$ cat config.mk
export PLATFORM = sky130hd
export DESIGN_NAME = atan2_polynomial_approx
export DESIGN_NICKNAME = d
export VERILOG_FILES = /design/src/hdl/atan2pa_pkg.sv /design/src/hdl/atan2_polynomial_approx.sv
export SDC_FILE = /design/constraint.sdc
export NUM_CORES = 2
export LEC_CHECK = 0
export ABC_AREA = 1
export BUFFER_PORTS_ARGS = -buffer_cell sky130_fd_sc_hd__buf_2
export CORE_UTILIZATION = 55
export CTS_CLUSTER_SIZE = 20
export DETAILED_ROUTE_END_ITERATION = 7
export PLACE_DENSITY = 0.7
export SETUP_SLACK_MARGIN = 0.05
export SLEW_MARGIN = 15
export SYNTH_ARGS = -nofsm -noshare
export SYNTH_HDL_FRONTEND = slang
export SYNTH_SLANG_ARGS = --single-unit
export TNS_END_PERCENT = 5
$ cat constraint.sdc
create_clock -name clk -period 19.4 [get_ports clk]
set_input_delay 5.82 -clock clk [delete_from_list [all_inputs] [get_ports clk]]
set_output_delay 5.82 -clock clk [all_outputs]
set_load 0.02 [all_outputs]
$ cat src/hdl/atan2pa_pkg.sv
// shared constants and types for the atan2 polynomial approximation block
package atan2pa_pkg;

  // defaults for the top-level parameters
  localparam int DEF_IN_WIDTH      = 16;
  localparam int DEF_OUT_FRAC_BITS = 13;

  // internal fixed point: unsigned q0.16
  localparam int FRAC      = 16;
  localparam int A_W       = FRAC + 1;   // ratio, 0 .. 1.0 inclusive
  localparam int S_W       = FRAC + 1;   // square of the ratio
  localparam int T_W       = 14;         // inner polynomial term
  localparam int P_W       = 15;         // outer polynomial term
  localparam int PS_W      = P_W + S_W;  // p * s
  localparam int R_W       = 18;         // angle magnitude up to pi in q.16
  localparam int DIV_STEPS = FRAC + 1;   // one quotient bit per step

  // minimax coefficients in q0.16
  localparam logic [11:0]  COEF_C3 = 12'd3047;
  localparam logic [T_W-1:0] COEF_C2 = 14'd10441;
  localparam logic [P_W-1:0] COEF_C1 = 15'd21471;

  // octant constants in q.16
  localparam logic [R_W-1:0] HALF_PI_Q16 = 18'd102944;
  localparam logic [R_W-1:0] PI_Q16      = 18'd205887;

  // octant information that travels with each item
  typedef struct packed {
    logic yneg;
    logic xneg;
    logic swap;   // |y| > |x|
  } side_t;

endpackage

$ cat src/hdl/atan2_polynomial_approx.sv
// atan2 of a signed (y, x) pair by ratio, minimax polynomial and octant fix
//
// Streaming four-quadrant arctangent. Each transaction on the slave side
// carries one (y, x) pair; one transaction on the master side returns
// atan2(y, x) in radians, signed, with OUT_FRAC_BITS fraction bits (Q3.13 by
// default), in the range -pi .. pi. Both inputs zero give 0. The block is a
// 26-stage pipeline that takes one pair every clock unless back-pressure
// stalls it, and delivers results in order: two stages form magnitudes and
// the min/max ratio operands, 17 stages run a restoring divider one quotient
// bit each (that division sets the depth), five stages evaluate the polynomial
// with one multiplier each, one stage applies the octant fixes and the last
// rescales, applies the sign and holds the result. Each stage stalls only
// when it is full and the stage after it cannot take its contents, so bubbles
// close up and input keeps flowing while a result waits at the output.
module atan2_polynomial_approx #(
  parameter int IN_WIDTH      = atan2pa_pkg::DEF_IN_WIDTH,
  parameter int OUT_FRAC_BITS = atan2pa_pkg::DEF_OUT_FRAC_BITS
) (
  input  logic                                 clk,
  input  logic                                 rst,
  input  logic                                 s_tvalid,
  output logic                                 s_tready,
  // y_value, then x_value, zero padded to whole bytes
  input  logic [((2*IN_WIDTH+7)/8)*8-1:0]      s_tdata,
  output logic                                 m_tvalid,
  input  logic                                 m_tready,
  // angle, zero padded to whole bytes
  output logic [((OUT_FRAC_BITS+3+7)/8)*8-1:0] m_tdata
);

  localparam int W         = IN_WIDTH;
  localparam int OUT_W     = OUT_FRAC_BITS + 3;
  localparam int OUT_TD_W  = ((OUT_W + 7) / 8) * 8;
  localparam int A_W       = atan2pa_pkg::A_W;
  localparam int S_W       = atan2pa_pkg::S_W;
  localparam int T_W       = atan2pa_pkg::T_W;
  localparam int P_W       = atan2pa_pkg::P_W;
  localparam int PS_W      = atan2pa_pkg::PS_W;
  localparam int R_W       = atan2pa_pkg::R_W;
  localparam int FRAC      = atan2pa_pkg::FRAC;
  localparam int DIV_STEPS = atan2pa_pkg::DIV_STEPS;

  // stage numbering
  localparam int ST_MAG   = 0;
  localparam int ST_ORDER = 1;
  localparam int ST_DIV0  = 2;
  localparam int ST_SQ    = ST_DIV0 + DIV_STEPS;
  localparam int ST_T     = ST_SQ + 1;
  localparam int ST_P     = ST_T + 1;
  localparam int ST_PS    = ST_P + 1;
  localparam int ST_R     = ST_PS + 1;
  localparam int ST_FIX   = ST_R + 1;
  localparam int ST_OUT   = ST_FIX + 1;
  localparam int NS       = ST_OUT + 1;

  // output rescale from q.16
  localparam int RSH  = (OUT_FRAC_BITS < FRAC) ? FRAC - OUT_FRAC_BITS : 0;
  localparam int LSH  = (OUT_FRAC_BITS >= FRAC) ? OUT_FRAC_BITS - FRAC : 0;
  localparam int SC_W = R_W + 1 + LSH;

  // widths of the products
  localparam int SQ_W  = 2 * A_W;
  localparam int C3S_W = 12 + S_W;
  localparam int TS_W  = T_W + S_W;
  localparam int PSA_W = PS_W + A_W;

  localparam logic [SQ_W-1:0]  RND_SQ  = SQ_W'(1) << (FRAC - 1);
  localparam logic [C3S_W-1:0] RND_C3S = C3S_W'(1) << (FRAC - 1);
  localparam logic [TS_W-1:0]  RND_TS  = TS_W'(1) << (FRAC - 1);
  localparam logic [PSA_W-1:0] RND_PSA = PSA_W'(1) << (2 * FRAC - 1);

  // per-stage valid and load enable
  logic [NS-1:0] vld;
  logic [NS-1:0] en;

  always_comb begin
    en[NS-1] = !vld[NS-1] || m_tready;
    for (int i = NS - 2; i >= 0; i--) begin
      en[i] = !vld[i] || en[i+1];
    end
  end

  assign s_tready = en[ST_MAG];
  assign m_tvalid = vld[ST_OUT];

  always_ff @(posedge clk) begin
    if (rst) begin
      vld <= '0;
    end else begin
      for (int i = 0; i < NS; i++) begin
        if (en[i]) begin
          vld[i] <= (i == 0) ? s_tvalid : vld[i-1];
        end
      end
    end
  end

  // magnitudes; the most negative input maps to 2^(W-1), which fits W bits
  logic [W-1:0] in_y;
  logic [W-1:0] in_x;
  assign in_y = s_tdata[W-1:0];
  assign in_x = s_tdata[2*W-1:W];

  logic [W-1:0] mag_ay;
  logic [W-1:0] mag_ax;
  logic         mag_yneg;
  logic         mag_xneg;

  always_ff @(posedge clk) begin
    if (en[ST_MAG]) begin
      mag_yneg <= in_y[W-1];
      mag_xneg <= in_x[W-1];
      mag_ay   <= in_y[W-1] ? W'(~in_y + 1'b1) : in_y;
      mag_ax   <= in_x[W-1] ? W'(~in_x + 1'b1) : in_x;
    end
  end

  // min / max ordering
  logic [W-1:0]       ord_lo;
  logic [W-1:0]       ord_hi;
  logic               ord_zero;
  atan2pa_pkg::side_t ord_side;
  logic               ord_swap_next;

  assign ord_swap_next = mag_ay > mag_ax;

  always_ff @(posedge clk) begin
    if (en[ST_ORDER]) begin
      ord_lo        <= ord_swap_next ? mag_ax : mag_ay;
      ord_hi        <= ord_swap_next ? mag_ay : mag_ax;
      ord_zero      <= (mag_ay == '0) && (mag_ax == '0);
      ord_side.yneg <= mag_yneg;
      ord_side.xneg <= mag_xneg;
      ord_side.swap <= ord_swap_next;
    end
  end

  // restoring divider, one quotient bit per stage: a = floor(lo * 2^16 / hi)
  logic [W-1:0]       dv_rem  [DIV_STEPS];
  logic [W-1:0]       dv_hi   [DIV_STEPS];
  logic [A_W-1:0]     dv_q    [DIV_STEPS];
  logic               dv_zero [DIV_STEPS];
  atan2pa_pkg::side_t dv_side [DIV_STEPS];

  logic [W-1:0]   dv_rem_next [DIV_STEPS];
  logic [A_W-1:0] dv_q_next   [DIV_STEPS];

  always_comb begin
    for (int j = 0; j < DIV_STEPS; j++) begin
      logic [W:0] trial;
      logic [W:0] divisor;
      logic       ge;
      // first step compares the unshifted remainder (quotient bit for 1.0)
      if (j == 0) begin
        trial   = {1'b0, ord_lo};
        divisor = {1'b0, ord_hi};
        ge      = trial >= divisor;
        dv_q_next[j] = {{(A_W-1){1'b0}}, ge};
      end else begin
        trial   = {dv_rem[j-1], 1'b0};
        divisor = {1'b0, dv_hi[j-1]};
        ge      = trial >= divisor;
        dv_q_next[j] = {dv_q[j-1][A_W-2:0], ge};
      end
      dv_rem_next[j] = ge ? W'(trial - divisor) : trial[W-1:0];
    end
  end

  always_ff @(posedge clk) begin
    for (int j = 0; j < DIV_STEPS; j++) begin
      if (en[ST_DIV0 + j]) begin
        dv_rem[j]  <= dv_rem_next[j];
        dv_q[j]    <= dv_q_next[j];
        dv_hi[j]   <= (j == 0) ? ord_hi : dv_hi[j-1];
        dv_zero[j] <= (j == 0) ? ord_zero : dv_zero[j-1];
        dv_side[j] <= (j == 0) ? ord_side : dv_side[j-1];
      end
    end
  end

  // s = round(a * a); both inputs zero force the ratio to 0
  logic [A_W-1:0]     sq_a_next;
  logic [SQ_W-1:0]    sq_prod;
  logic [A_W-1:0]     sq_a;
  logic [S_W-1:0]     sq_s;
  atan2pa_pkg::side_t sq_side;

  assign sq_a_next = dv_zero[DIV_STEPS-1] ? '0 : dv_q[DIV_STEPS-1];
  assign sq_prod   = SQ_W'(sq_a_next) * SQ_W'(sq_a_next);

  always_ff @(posedge clk) begin
    if (en[ST_SQ]) begin
      sq_a    <= sq_a_next;
      sq_s    <= S_W'((sq_prod + RND_SQ) >> FRAC);
      sq_side <= dv_side[DIV_STEPS-1];
    end
  end

  // t = c2 - round(c3 * s)
  logic [C3S_W-1:0]   t_prod;
  logic [A_W-1:0]     t_a;
  logic [S_W-1:0]     t_s;
  logic [T_W-1:0]     t_t;
  atan2pa_pkg::side_t t_side;

  assign t_prod = C3S_W'(atan2pa_pkg::COEF_C3) * C3S_W'(sq_s);

  always_ff @(posedge clk) begin
    if (en[ST_T]) begin
      t_a    <= sq_a;
      t_s    <= sq_s;
      t_t    <= atan2pa_pkg::COEF_C2 - T_W'((t_prod + RND_C3S) >> FRAC);
      t_side <= sq_side;
    end
  end

  // p = c1 - round(t * s)
  logic [TS_W-1:0]    p_prod;
  logic [A_W-1:0]     p_a;
  logic [S_W-1:0]     p_s;
  logic [P_W-1:0]     p_p;
  atan2pa_pkg::side_t p_side;

  assign p_prod = TS_W'(t_t) * TS_W'(t_s);

  always_ff @(posedge clk) begin
    if (en[ST_P]) begin
      p_a    <= t_a;
      p_s    <= t_s;
      p_p    <= atan2pa_pkg::COEF_C1 - P_W'((p_prod + RND_TS) >> FRAC);
      p_side <= t_side;
    end
  end

  // p * s, kept exact
  logic [A_W-1:0]     ps_a;
  logic [PS_W-1:0]    ps_ps;
  atan2pa_pkg::side_t ps_side;

  always_ff @(posedge clk) begin
    if (en[ST_PS]) begin
      ps_a    <= p_a;
      ps_ps   <= PS_W'(p_p) * PS_W'(p_s);
      ps_side <= p_side;
    end
  end

  // r = a - round(p * s * a / 2^32), first-octant angle
  logic [PSA_W-1:0]   r_prod;
  logic [A_W-1:0]     r_corr;
  logic [A_W-1:0]     r_r;
  atan2pa_pkg::side_t r_side;

  assign r_prod = PSA_W'(ps_ps) * PSA_W'(ps_a);
  assign r_corr = A_W'((r_prod + RND_PSA) >> (2 * FRAC));

  always_ff @(posedge clk) begin
    if (en[ST_R]) begin
      r_r    <= ps_a - r_corr;
      r_side <= ps_side;
    end
  end

  // octant fixes: reflect about pi/4, then about pi/2
  logic [R_W-1:0]     fix_oct;
  logic [R_W-1:0]     fix_r;
  logic               fix_yneg;

  assign fix_oct = r_side.swap ? R_W'(atan2pa_pkg::HALF_PI_Q16 - R_W'(r_r)) : R_W'(r_r);

  always_ff @(posedge clk) begin
    if (en[ST_FIX]) begin
      fix_r    <= r_side.xneg ? R_W'(atan2pa_pkg::PI_Q16 - fix_oct) : fix_oct;
      fix_yneg <= r_side.yneg;
    end
  end

  // rescale to the output format, rounding half up when narrowing
  logic [SC_W-1:0] scaled;
  logic [OUT_W-1:0] mag_out;

  generate
    if (RSH > 0) begin : g_round
      localparam logic [SC_W-1:0] RND_OUT = SC_W'(1) << (RSH - 1);
      assign scaled = (SC_W'(fix_r) + RND_OUT) >> RSH;
    end else begin : g_widen
      assign scaled = SC_W'(fix_r) << LSH;
    end
  endgenerate

  assign mag_out = scaled[OUT_W-1:0];

  logic [OUT_W-1:0] angle;

  always_ff @(posedge clk) begin
    if (en[ST_OUT]) begin
      angle <= fix_yneg ? OUT_W'(OUT_W'(0) - mag_out) : mag_out;
    end
  end

  assign m_tdata = OUT_TD_W'(angle);

endmodule

==> impl_metrics.tcl <==
set metrics [dict create \
    drive_above_1_share 0.0462 \
    vias 64200 \
    hpwl_um 164000 \
    post-route-min-period_ns 17.06 \
    tritoncts "yes" \
    rsz0062_at_grt "false" \
    synthCells 9802 \
    cts_setup_buffers 0 \
    crit_path_max_fanout 53 \
    critPathArrivalTime_ns 11.24 \
    cts_hold_buf 0 \
    hp-start "dv_q[0][178]" \
    r2r_start "ps_ps[9]" \
    avgSynthCellArea_um2 9.77 \
    ys_top_cells_by_area "edfxtp_1, fa_1, ha_1" \
    finalNonFillerCells 12100 \
    area_growth_pct 6.21 \
    worst_setup_path_end_kind "primary output" \
    fmax_ghz 0.0586 \
    maxSlewViolCount 0 \
    async_reset_ff_frac 0 \
    dp_cells 11900 \
    maxCapViolCount 0 \
    synthesis.area_um2 95800 \
    worst_pin_slew_ns 1.19 \
    start_util 0.556 \
    cts-resized-gates 0 \
    numCtsBuffers 110 \
    min_path_type "reg -> reg" \
    yosysSeqAreaShare 0.334 \
    slew_headroom 0.210 \
    synth_edf_count 1048 \
    grt_pass1_vias 68100 \
    die_h_um 419 \
    r2r_slack_ns 10.40 \
    die_area_um2 176000 \
    status "completed" \
    clk_latency_ns 0.78 \
    antenna_found_initial 2 \
    wl_um 210000 \
    clock_tree.buffer_depth 3 \
    layout_common_cells "inv_1, nand2_1, fa_1" \
    yosysTopAreaCellShare 0.329 \
    ys_warn_count 0 \
    layout_commonest_cell "inv_1" \
    gp_congestion 0.927 \
    die_w_um 419 \
    fin_skew_ns 0.0949 \
    grt_usage 0.247 \
    crit_start "m_tready" \
    synthFlopType "edfxtp_1" \
    wl_per_cell_um 17.3 \
    post-route-drc-count 0 \
    fin_crit_sh 0.879 \
    setup_viol 0 \
    num_io_pins 54 \
    syn_nets 11800 \
    first_iter_violations 3832 \
    fin_nets 11700 \
    regArea_um2 32000 \
    ys_types 72 \
    rows 152 \
    hold_viol 0 \
    port_buffers 53 \
    core_um2 172000 \
    cp_data_required_time_ns 13.58 \
    vias_per_cell 5.29 \
    clock_sinks 1074 \
    tns_ns 0 \
    path_clk_slew_ns 0.06 \
    nFillCells 14400 \
    grt_max_degree 54 \
    yosys.area.top_type "edfxtp_1" \
    grt_pass1_wl_um 344000 \
    cts_root_buf "clkbuf_16" \
    gr-total-overflow 0 \
    multi_input_area_um2 53800 \
    dr.pass1.iters 6 \
    start_kind "input port" \
    crit_type "in -> out" \
    ant_nets 0 \
    h-tree-depth 3 \
    ys_seq_elements 1074 \
]
## Yosys cell counts, drive strengths merged (13+ instances only)
master / n
ha: 864
o211ai: 16
nand2: 1965
nor2: 416
fa: 1116
xor2: 189
a31oi: 21
inv: 2313
nand3: 145
nor3: 63
o21ai: 444
a21oi: 437
nand4: 45
buf: 42
dfxtp: 26
xnor2: 228
a221oi: 13
edfxtp: 1048
a211oi: 23
a21o: 21
clkbuf: 239
nor4: 27
## kinds of logic after synthesis
logic type | share of synthesized area
compound gates | 0.0645
fa+ha+maj | 0.346
xor+xnor | 0.0382
simple gates | 0.113
flops | 0.334
buf+inv | 0.105
## worst paths after layout
path	to	cells past startpoint
max	s_tready	20
max reg2reg	r_r[15]	34
min reg2reg	dv_q[0][196]	0
min	dv_q[0][196]	0
## per-layer routing
layer,vias up,GRT usage,part of all wire
met3,521,0.0335,0.053
met4,0,0.107,0.045
met1,31500,0.283,0.38
met5,-,0,0
li1,30400,-,-
met2,1773,0.459,0.52
## through the flow
stage | hold slack, ns | instance area, µm² | setup slack, ns | util
after floorplan | 0.400 | 95800 | 2.20 | -
after detailed placement | 0.405 | 98000 | 2.23 | 0.569
final | 0.403 | 102000 | 2.34 | 0.590
after CTS | 0.396 | 102000 | 2.21 | 0.590
after global placement | 0.400 | 98000 | 2.36 | 0.569
after global routing | 0.416 | 102000 | 1.75 | 0.590
## critical path, stage by stage
cell and delay [ns]:
buf_2 0.10, inv_1 0.07, nand3_2 0.44, nor2_4 0.28
nand4_4 0.09, buf_4 0.33, nor2_4 0.22, nand4_4 0.09
buf_4 0.32, nor2_4 0.25, nand4_4 0.08, buf_4 0.33
nor2_4 0.20, nand4_4 0.59, nor2_4 0.36, nand4_4 0.59
nor2_4 0.36, nand4_2 0.11, buf_4 0.28, buf_2 0.22
## flip-flops by register name, summed over array words and instances (netlist names), 26 cells and up
name / count
ps_ps: 32
vld: 26
dv_side: 51
dv_hi: 256
dv_rem: 256
dv_q: 153
## final cells by class
type	instances	share of cell area
Clock inverter	79	0.00946
Tap cell	2310	0.0284
Inverter	2322	0.0857
Sequential cell	1074	0.314
Clock buffer	126	0.0276
Antenna cell	2	0.0000492
Multi-Input combinational cell	6125	0.529
Timing Repair Buffer	94	0.00563
Power is left out: the tool's default activity adds up to more than one toggle a clock period on the data nets, which glitch-free logic cannot reach.
